**src/hw/rtl/msp_v1_frame_receiver_assert.svh**
```systemverilog
// Assertion macros used by the receiver top level.
`ifndef MSP_V1_FRAME_RECEIVER_ASSERT_SVH
`define MSP_V1_FRAME_RECEIVER_ASSERT_SVH

// Same-cycle implication, disabled while reset is held.
`define MSPFR_ASSERT_NOW(label, clk, rst_n, ante, cons, msg) \
    label: assert property (@(posedge clk) disable iff (!(rst_n)) (ante) |-> (cons)) \
        else $error(msg);

// Next-cycle implication, disabled while reset is held.
`define MSPFR_ASSERT_NEXT(label, clk, rst_n, ante, cons, msg) \
    label: assert property (@(posedge clk) disable iff (!(rst_n)) (ante) |=> (cons)) \
        else $error(msg);

`endif

```
**src/hw/rtl/mspfr_pkg.sv**
```systemverilog
package mspfr_pkg;

    localparam int unsigned BYTE_W     = 8;
    localparam int unsigned OUT_DATA_W = 40;

    typedef logic [BYTE_W-1:0] t_byte;

    // framing characters
    localparam t_byte START_CHAR = 8'h24;
    localparam t_byte MARK_CHAR  = 8'h4D;

    typedef struct packed {
        logic  kind;
        t_byte payload_byte;
        t_byte message_id;
        t_byte direction;
        t_byte payload_length;
        logic  checksum_ok;
        logic  last;
    } t_result;

endpackage

```
**src/hw/rtl/msp_v1_frame_receiver.sv**
```systemverilog
// MultiWii serial protocol v1 frame receiver.
// Slave stream: one received serial byte per item on s_axis_tdata.
// Master stream: one item per payload byte and one end-of-frame item per frame.
//   tuser is the kind (0 payload byte, 1 end of frame), tlast marks end of frame,
//   tdata carries payload byte, id, direction, length and the checksum verdict.
// A frame is '$', 'M', direction, length, id, payload bytes, checksum byte.
// Any byte other than 'M' after '$' restarts the hunt; a second '$' there is not
// taken as a new start, so the hunt resumes with the byte after it.
// The verdict compares the checksum with the XOR of length, id and payload.
// A byte is accepted into the input register and its result is loaded into the
// output register. Throughput: one byte per cycle while the sink keeps tready high; the input
// register, the frame state update and the output register each handle one item per cycle.
// Reset (synchronous, active low) returns to hunting and empties both stages.
// When the sink holds tready low, the output stage holds its item and catches
// one more in a skid entry; the input register takes one further byte and
// s_axis_tready then stays low until the skid entry drains.
module msp_v1_frame_receiver (
    input  logic                           i_clk,
    input  logic                           i_rst_n,
    input  logic                           s_axis_tvalid,
    output logic                           s_axis_tready,
    input  logic [7:0]                     s_axis_tdata,   // [7:0] rx_byte
    output logic                           m_axis_tvalid,
    input  logic                           m_axis_tready,
    // [7:0] payload_byte, [15:8] message_id, [23:16] direction,
    // [31:24] payload_length, [32] checksum_ok, [39:33] zero
    output logic [mspfr_pkg::OUT_DATA_W-1:0] m_axis_tdata,
    output logic                           m_axis_tuser,   // [0] kind
    output logic                           m_axis_tlast    // last
);
    import mspfr_pkg::*;

    logic    w_in_valid;
    t_byte   w_in_byte;
    logic    w_out_ready;
    logic    w_consume;
    logic    w_res_valid;
    t_result w_res;
    t_result w_out_res;

    mspfr_in_stage u_in_stage (
        .i_clk     (i_clk),
        .i_rst_n   (i_rst_n),
        .i_s_valid (s_axis_tvalid),
        .o_s_ready (s_axis_tready),
        .i_s_byte  (s_axis_tdata),
        .o_valid   (w_in_valid),
        .o_byte    (w_in_byte),
        .i_ready   (w_out_ready)
    );

    assign w_consume = w_in_valid && w_out_ready;

    mspfr_parser u_parser (
        .i_clk       (i_clk),
        .i_rst_n     (i_rst_n),
        .i_valid     (w_consume),
        .i_byte      (w_in_byte),
        .o_res_valid (w_res_valid),
        .o_res       (w_res)
    );

    mspfr_out_stage u_out_stage (
        .i_clk     (i_clk),
        .i_rst_n   (i_rst_n),
        .i_valid   (w_res_valid),
        .o_ready   (w_out_ready),
        .i_res     (w_res),
        .o_m_valid (m_axis_tvalid),
        .i_m_ready (m_axis_tready),
        .o_m_res   (w_out_res)
    );

    assign m_axis_tdata = {7'b0, w_out_res.checksum_ok, w_out_res.payload_length,
                           w_out_res.direction, w_out_res.message_id,
                           w_out_res.payload_byte};
    assign m_axis_tuser = w_out_res.kind;
    assign m_axis_tlast = w_out_res.last;

`include "msp_v1_frame_receiver_assert.svh"

    `MSPFR_ASSERT_NOW(a_last_is_kind, i_clk, i_rst_n, m_axis_tvalid,
        m_axis_tlast == m_axis_tuser, "tlast and kind disagree")
    `MSPFR_ASSERT_NOW(a_eof_no_data, i_clk, i_rst_n, m_axis_tvalid && m_axis_tuser,
        m_axis_tdata[7:0] == 8'h00, "end-of-frame item carries payload")
    `MSPFR_ASSERT_NOW(a_payload_no_ok, i_clk, i_rst_n, m_axis_tvalid && !m_axis_tuser,
        !m_axis_tdata[32], "payload item carries checksum verdict")
    `MSPFR_ASSERT_NEXT(a_result_lands, i_clk, i_rst_n, w_res_valid,
        m_axis_tvalid, "parsed result not presented")

endmodule

```
**src/hw/rtl/mspfr_in_stage.sv**
```systemverilog
module mspfr_in_stage (
    input  logic                 i_clk,
    input  logic                 i_rst_n,
    input  logic                 i_s_valid,
    output logic                 o_s_ready,
    input  mspfr_pkg::t_byte     i_s_byte,
    output logic                 o_valid,
    output mspfr_pkg::t_byte     o_byte,
    input  logic                 i_ready
);
    import mspfr_pkg::*;

    logic  r_valid;
    logic  n_valid;
    t_byte r_byte;
    logic  w_take;

    assign o_s_ready = !r_valid || i_ready;
    assign w_take    = i_s_valid && o_s_ready;

    always_comb begin
        n_valid = r_valid;
        if (w_take) begin
            n_valid = 1'b1;
        end else if (i_ready) begin
            n_valid = 1'b0;
        end
    end

    always_ff @(posedge i_clk) begin
        if (!i_rst_n) begin
            r_valid <= 1'b0;
        end else begin
            r_valid <= n_valid;
        end
    end

    always_ff @(posedge i_clk) begin
        if (w_take) begin
            r_byte <= i_s_byte;
        end
    end

    assign o_valid = r_valid;
    assign o_byte  = r_byte;

endmodule

```
**src/hw/rtl/mspfr_parser.sv**
```systemverilog
module mspfr_parser (
    input  logic                 i_clk,
    input  logic                 i_rst_n,
    input  logic                 i_valid,
    input  mspfr_pkg::t_byte     i_byte,
    output logic                 o_res_valid,
    output mspfr_pkg::t_result   o_res
);
    import mspfr_pkg::*;

    localparam logic [2:0] PH_HUNT  = 3'd0;
    localparam logic [2:0] PH_MARK  = 3'd1;
    localparam logic [2:0] PH_DIR   = 3'd2;
    localparam logic [2:0] PH_LEN   = 3'd3;
    localparam logic [2:0] PH_ID    = 3'd4;
    localparam logic [2:0] PH_DATA  = 3'd5;
    localparam logic [2:0] PH_CHECK = 3'd6;

    logic [2:0] r_phase, n_phase;
    t_byte      r_dir, n_dir;
    t_byte      r_len, n_len;
    t_byte      r_id, n_id;
    t_byte      r_left, n_left;
    t_byte      r_xor, n_xor;
    logic       w_emit;
    t_result    w_res;

    always_comb begin
        n_phase = r_phase;
        n_dir   = r_dir;
        n_len   = r_len;
        n_id    = r_id;
        n_left  = r_left;
        n_xor   = r_xor;
        w_emit  = 1'b0;
        w_res.kind           = 1'b0;
        w_res.payload_byte   = i_byte;
        w_res.message_id     = r_id;
        w_res.direction      = r_dir;
        w_res.payload_length = r_len;
        w_res.checksum_ok    = 1'b0;
        w_res.last           = 1'b0;
        unique case (r_phase)
            PH_MARK: begin
                // a second start character does not resynchronise
                n_phase = (i_byte == MARK_CHAR) ? PH_DIR : PH_HUNT;
            end
            PH_DIR: begin
                n_dir   = i_byte;
                n_phase = PH_LEN;
            end
            PH_LEN: begin
                n_len   = i_byte;
                n_left  = i_byte;
                n_xor   = i_byte;
                n_phase = PH_ID;
            end
            PH_ID: begin
                n_id    = i_byte;
                n_xor   = r_xor ^ i_byte;
                n_phase = (r_left == '0) ? PH_CHECK : PH_DATA;
            end
            PH_DATA: begin
                n_xor  = r_xor ^ i_byte;
                n_left = r_left - 8'd1;
                if (n_left == '0) begin
                    n_phase = PH_CHECK;
                end
                w_emit = 1'b1;
            end
            PH_CHECK: begin
                w_res.kind         = 1'b1;
                w_res.payload_byte = '0;
                w_res.checksum_ok  = (i_byte == r_xor);
                w_res.last         = 1'b1;
                w_emit  = 1'b1;
                n_phase = PH_HUNT;
            end
            default: begin
                n_phase = (i_byte == START_CHAR) ? PH_MARK : PH_HUNT;
            end
        endcase
    end

    always_ff @(posedge i_clk) begin
        if (!i_rst_n) begin
            r_phase <= PH_HUNT;
            r_dir   <= '0;
            r_len   <= '0;
            r_id    <= '0;
            r_left  <= '0;
            r_xor   <= '0;
        end else if (i_valid) begin
            r_phase <= n_phase;
            r_dir   <= n_dir;
            r_len   <= n_len;
            r_id    <= n_id;
            r_left  <= n_left;
            r_xor   <= n_xor;
        end
    end

    assign o_res_valid = i_valid && w_emit;
    assign o_res       = w_res;

endmodule

```
**src/hw/rtl/mspfr_out_stage.sv**
```systemverilog
module mspfr_out_stage (
    input  logic                 i_clk,
    input  logic                 i_rst_n,
    input  logic                 i_valid,
    output logic                 o_ready,
    input  mspfr_pkg::t_result   i_res,
    output logic                 o_m_valid,
    input  logic                 i_m_ready,
    output mspfr_pkg::t_result   o_m_res
);
    import mspfr_pkg::*;

    logic    r_main_valid, n_main_valid;
    logic    r_skid_valid, n_skid_valid;
    t_result r_main;
    t_result r_skid;
    logic    w_main_free;
    logic    w_load_main;
    logic    w_load_skid;
    logic    w_main_from_skid;

    assign o_ready     = !r_skid_valid;
    assign w_main_free = !r_main_valid || i_m_ready;

    always_comb begin
        n_main_valid     = r_main_valid;
        n_skid_valid     = r_skid_valid;
        w_load_main      = 1'b0;
        w_load_skid      = 1'b0;
        w_main_from_skid = 1'b0;
        if (w_main_free) begin
            if (r_skid_valid) begin
                // drain the skid entry first; no item is taken meanwhile
                w_main_from_skid = 1'b1;
                n_main_valid     = 1'b1;
                n_skid_valid     = 1'b0;
            end else begin
                w_load_main  = i_valid;
                n_main_valid = i_valid;
            end
        end else if (i_valid) begin
            w_load_skid  = 1'b1;
            n_skid_valid = 1'b1;
        end
    end

    always_ff @(posedge i_clk) begin
        if (!i_rst_n) begin
            r_main_valid <= 1'b0;
            r_skid_valid <= 1'b0;
        end else begin
            r_main_valid <= n_main_valid;
            r_skid_valid <= n_skid_valid;
        end
    end

    always_ff @(posedge i_clk) begin
        if (w_main_from_skid) begin
            r_main <= r_skid;
        end else if (w_load_main) begin
            r_main <= i_res;
        end
        if (w_load_skid) begin
            r_skid <= i_res;
        end
    end

    assign o_m_valid = r_main_valid;
    assign o_m_res   = r_main;

endmodule
```
**config.mk**
```make
export PLATFORM = sky130hd
export DESIGN_NAME = msp_v1_frame_receiver
export DESIGN_NICKNAME = d
export VERILOG_FILES = /design/src/hw/rtl/mspfr_pkg.sv /design/src/hw/rtl/msp_v1_frame_receiver.sv /design/src/hw/rtl/mspfr_in_stage.sv /design/src/hw/rtl/mspfr_parser.sv /design/src/hw/rtl/mspfr_out_stage.sv
export VERILOG_INCLUDE_DIRS = /design/src /design/src/hw/rtl
export SDC_FILE = /design/constraint.sdc
export NUM_CORES = 1
export LEC_CHECK = 0
export BUFFER_PORTS_ARGS = -buffer_cell sky130_fd_sc_hd__buf_2
export CORE_MARGIN = 10
export CORE_UTILIZATION = 53
export CTS_CLUSTER_SIZE = 16
export DETAILED_ROUTE_END_ITERATION = 8
export PLACE_DENSITY_LB_ADDON = 0.1
export REMOVE_ABC_BUFFERS = 1
export SETUP_SLACK_MARGIN = 0.3
export SLEW_MARGIN = 25
export SYNTH_ARGS = -nofsm -noshare
export SYNTH_HDL_FRONTEND = slang
export SYNTH_HIERARCHICAL = 1
export SYNTH_SLANG_ARGS = --single-unit
export TNS_END_PERCENT = 5
```
**constraint.sdc**
```tcl
create_clock -name i_clk -period 3 [get_ports i_clk]
set_input_delay 0.15 -clock i_clk [delete_from_list [all_inputs] [get_ports i_clk]]
set_output_delay 0.15 -clock i_clk [all_outputs]
set_load 0.02 [all_outputs]
```
==> results by group <==
STA
  • Final worst-path cycle share: 74.3%
  • Max-slew violation count: 0
  • Final worst path period need: 2.23 ns
  • Final setup fails: 0
  • RSZ-0062 raised after global routing: false
  • Clk_skew: 0.00420 ns
  • Final-report hold violation count: 0
  • Actual slew at the worst max-slew pin: 0.662 ns
  • FMAX: 449 MHz
  • Rel. slew slack: 55.9%

Final layout
  • Storage cell area: 0.00326 mm2
  • Multi-input logic area: 0.00195 mm2
  • Cell area after layout: 0.00640 mm2
  • Number of antenna diodes: 0
  • Share of cells above drive strength 1: 26.5%
  • Post-layout nets: 512
  • P&R area growth vs syn: 16.9%
  • Fill cells: 821
  • Non-filler instance count after layout: 646

Floorplanning
  • Ports: 56
  • CORE AREA: 0.0102 mm2
  • Die height: 122 um
  • Initial Util: 53.8%
  • Floorplan row count: 37
  • Die Wd: 122 um
  • Die ar.: 0.0148 mm2

Worst setup path
  • CP Capture Type: register
  • CP peak stage delay: 0.70 ns
  • Setup CP Type: register to register
  • Critical-path top delay cell: dfxtp_1
  • Startpoint type of the worst setup path: register
  • WP buf/inv: 1
  • Crit path depth: 6
  • R2R setup slack: 0.77 ns
  • Worst R2R End: u_out_stage/o_m_res[18]
  • CP required: 3.20 ns
  • CP Launch Point: u_parser/r_phase[2]
  • FF-to-FF path depth: 6
  • RR Startpoint: u_parser/r_phase[2]
  • Critical Path, Cell by Cell: nand2_1 -> or2_1 -> a21boi_1 -> nor2_1 -> nor2_4 -> buf_4
  • Critical Path End: u_out_stage/o_m_res[18]
  • Worst path top cell family by delay: flip-flops
  • Worst-path maximum fanout: 20
  • Data arrival, critical path: 2.43 ns

Global route
  • Met1 Use GR: 19.6%
  • Busiest grt layer: met2
  • M3 GR Usage: 5.92%
  • Largest net degree at the start of global routing: 41
  • Vias in the first global route: 3,387
  • Grt ovf: 0
  • GR Util met2: 22.7%
  • Global-route wire length before repair: 17,400 um
  • Initial antenna violation count: 0
  • Tot GR Track Use: 15.3%

Clocking
  • Clock sink total: 124
  • TritonCTS clock tree: yes
  • Hold-fix buffers, CTS: 12
  • CTS Buf Count: 17
  • Max clock buf depth: 2
  • CTS resizes: 0
  • Clock-pin slew on the worst setup and hold paths: 0.06 ns
  • Worst-Skew Late Latency: 0.52 ns
  • H-tree lvl count: 4
  • Root buf cell: clkbuf_8
  • Postcts setup bufs: 0

Detailed routing
  • Routed wire length: 10,900 um
  • DRC errors left: 0
  • DR vias/cell: 5.30
  • Via count: 3,422
  • Post-route ant nets: 0
  • Drt pass-1 iters: 5
  • DRT iter0 DRCs: 216
  • Avg WL per Cell: 16.9 um

Synthesis
  • Yosys warnings: 6
  • Mapped Area: 0.00548 mm2
  • Avg Inst Size Synth: 12.4 um2
  • Yosys top cell area share: 42.7%
  • Yosys cell types: 63
  • Synth Register Bits: 124
  • Post-synthesis sequential area ratio: 59.6%
  • Cell taking the most area after synthesis: edfxtp_1
  • Cell with the most instances after synthesis: edfxtp_1
  • Number of synthesized flops with an enable pin: 78
  • Top FF cell, synth: edfxtp_1
  • Syn Inst Count: 443
  • Top post-synthesis cells by count: edfxtp_1 (78), nand2_1 (61), dfxtp_1 (46)
  • Asr flop ratio synth: 0%
  • Dominant cells by area after synthesis: edfxtp_1 (43%), dfxtp_1 (17%), mux2_4 (8.2%)

Power
  • Final total power: 3.84 mW
  • PwrDens: 600 mW/mm2
  • Static Leak: 2.50 nW
  • Worst vdd ir: 514 uV

Flow run
  • Max cap viols: 0

Run status
  • Status: complete, no violations

Placed design
  • # port buffers: 48
  • Placer Congestion: 0.773
  • Placed Cells: 602
  • DP HPWL: 7140 um
  • Placement Cell Area: 0.00572 mm2

Worst hold path
  • Worst Hold Class: input pin to register
-- per-stage QoR --
| stage | utilization [%] | hold WS [ns] | setup slack, ns | setup TNS, ns |
|---|---|---|---|---|
| after global placement | 56.1 | 0.327 | 0.872 | 0 |
| final | 62.9 | 0.345 | 0.772 | 0 |
| after detailed placement | 56.1 | 0.328 | 0.777 | 0 |
| after global routing | 62.9 | 0.326 | 0.505 | 0 |
| after CTS | 62.9 | 0.315 | 0.765 | 0 |
| after floorplan | - | 0.249 | -0.165 | -5.76 |
-- flip-flops by register name, indices dropped and copies added, names as in the netlist, 3 cells and up --
register             flops
u_out_stage/o_m_res     35
u_out_stage/r_skid      35
u_parser/r_xor           8
u_parser/r_id            8
u_parser/r_len           8
u_parser/r_phase         3
u_in_stage/o_byte        8
u_parser/r_dir           8
u_parser/r_left          8
-- how the worst min path moves through the flow --
stage / end / cells past startpoint / startpoint / slack [ns]
after global placement: u_in_stage/o_byte[2] / 1 / s_axis_tdata[2] / 0.33
after global routing: u_in_stage/o_byte[0] / 2 / s_axis_tdata[0] / 0.33
after floorplan: u_in_stage/o_byte[0] / 0 / s_axis_tdata[0] / 0.25
final: u_in_stage/o_byte[0] / 2 / s_axis_tdata[0] / 0.34
after detailed placement: u_in_stage/o_byte[2] / 1 / s_axis_tdata[2] / 0.33
after CTS: u_in_stage/o_byte[7] / 2 / s_axis_tdata[7] / 0.31
-- cell type report --
type | count | share of cell area (%)
Sequential cell | 124 | 51.0
Clock buffer | 18 | 6.53
Multi-Input combinational cell | 278 | 30.5
Tap cell | 136 | 2.66
Timing Repair Buffer | 68 | 6.57
Clock inverter | 14 | 2.31
Inverter | 8 | 0.469
-- kinds of logic after synthesis --
logic type	after synthesis	share of synthesized area, %
multiplexers	36	9.43
adder cells (fa/ha/maj)	3	0.685
AO/OA/AOI/OAI	85	9.32
buffers and inverters	47	5.34
other	1	0.0684
AND/OR/NAND/NOR	138	14.2
XOR/XNOR	9	1.44
flip-flops	124	59.6
-- per-layer routing --
metal  vias up  part of all wire (%)
li1       1699                     -
met1      1608                    43
met2       107                    47
met3         8                   9.0
met4         0                  0.93
met5         -                     0
-- report_power, final --
group	internal, mW	switching, mW
Combinational	0.0437	0.0458
Clock	1.18	0.730
Sequential	1.81	0.0282
Total	3.04	0.804
-- cell usage in the layout, fill, tap and decap left out, types with 4 or more instances in the layout --
cell / instances
nor2_1: 11
inv_1: 8
buf_2: 48
buf_4: 8
a31oi_1: 7
dfxtp_1: 46
mux2_4: 30
a21oi_1: 41
a21o_1: 5
o21ai_1: 4
clkinv_4: 5
clkbuf_16: 16
nor4_1: 4
o21ai_0: 9
clkinv_2: 4
nand3_1: 11
and2_1: 11
dlygate4sd3_1: 12
conb_1: 7
nand2_1: 61
edfxtp_1: 78
mux2_2: 5
xor2_1: 6
-- worst reg2reg max path, cell delays in order (launching register included) --
cell	delay (ns)
dfxtp_1	0.70
nand2_1	0.12
or2_1	0.36
a21boi_1	0.25
nor2_1	0.11
nor2_4	0.09
buf_4	0.27
Note: power is estimated with default switching activity, not from simulation.
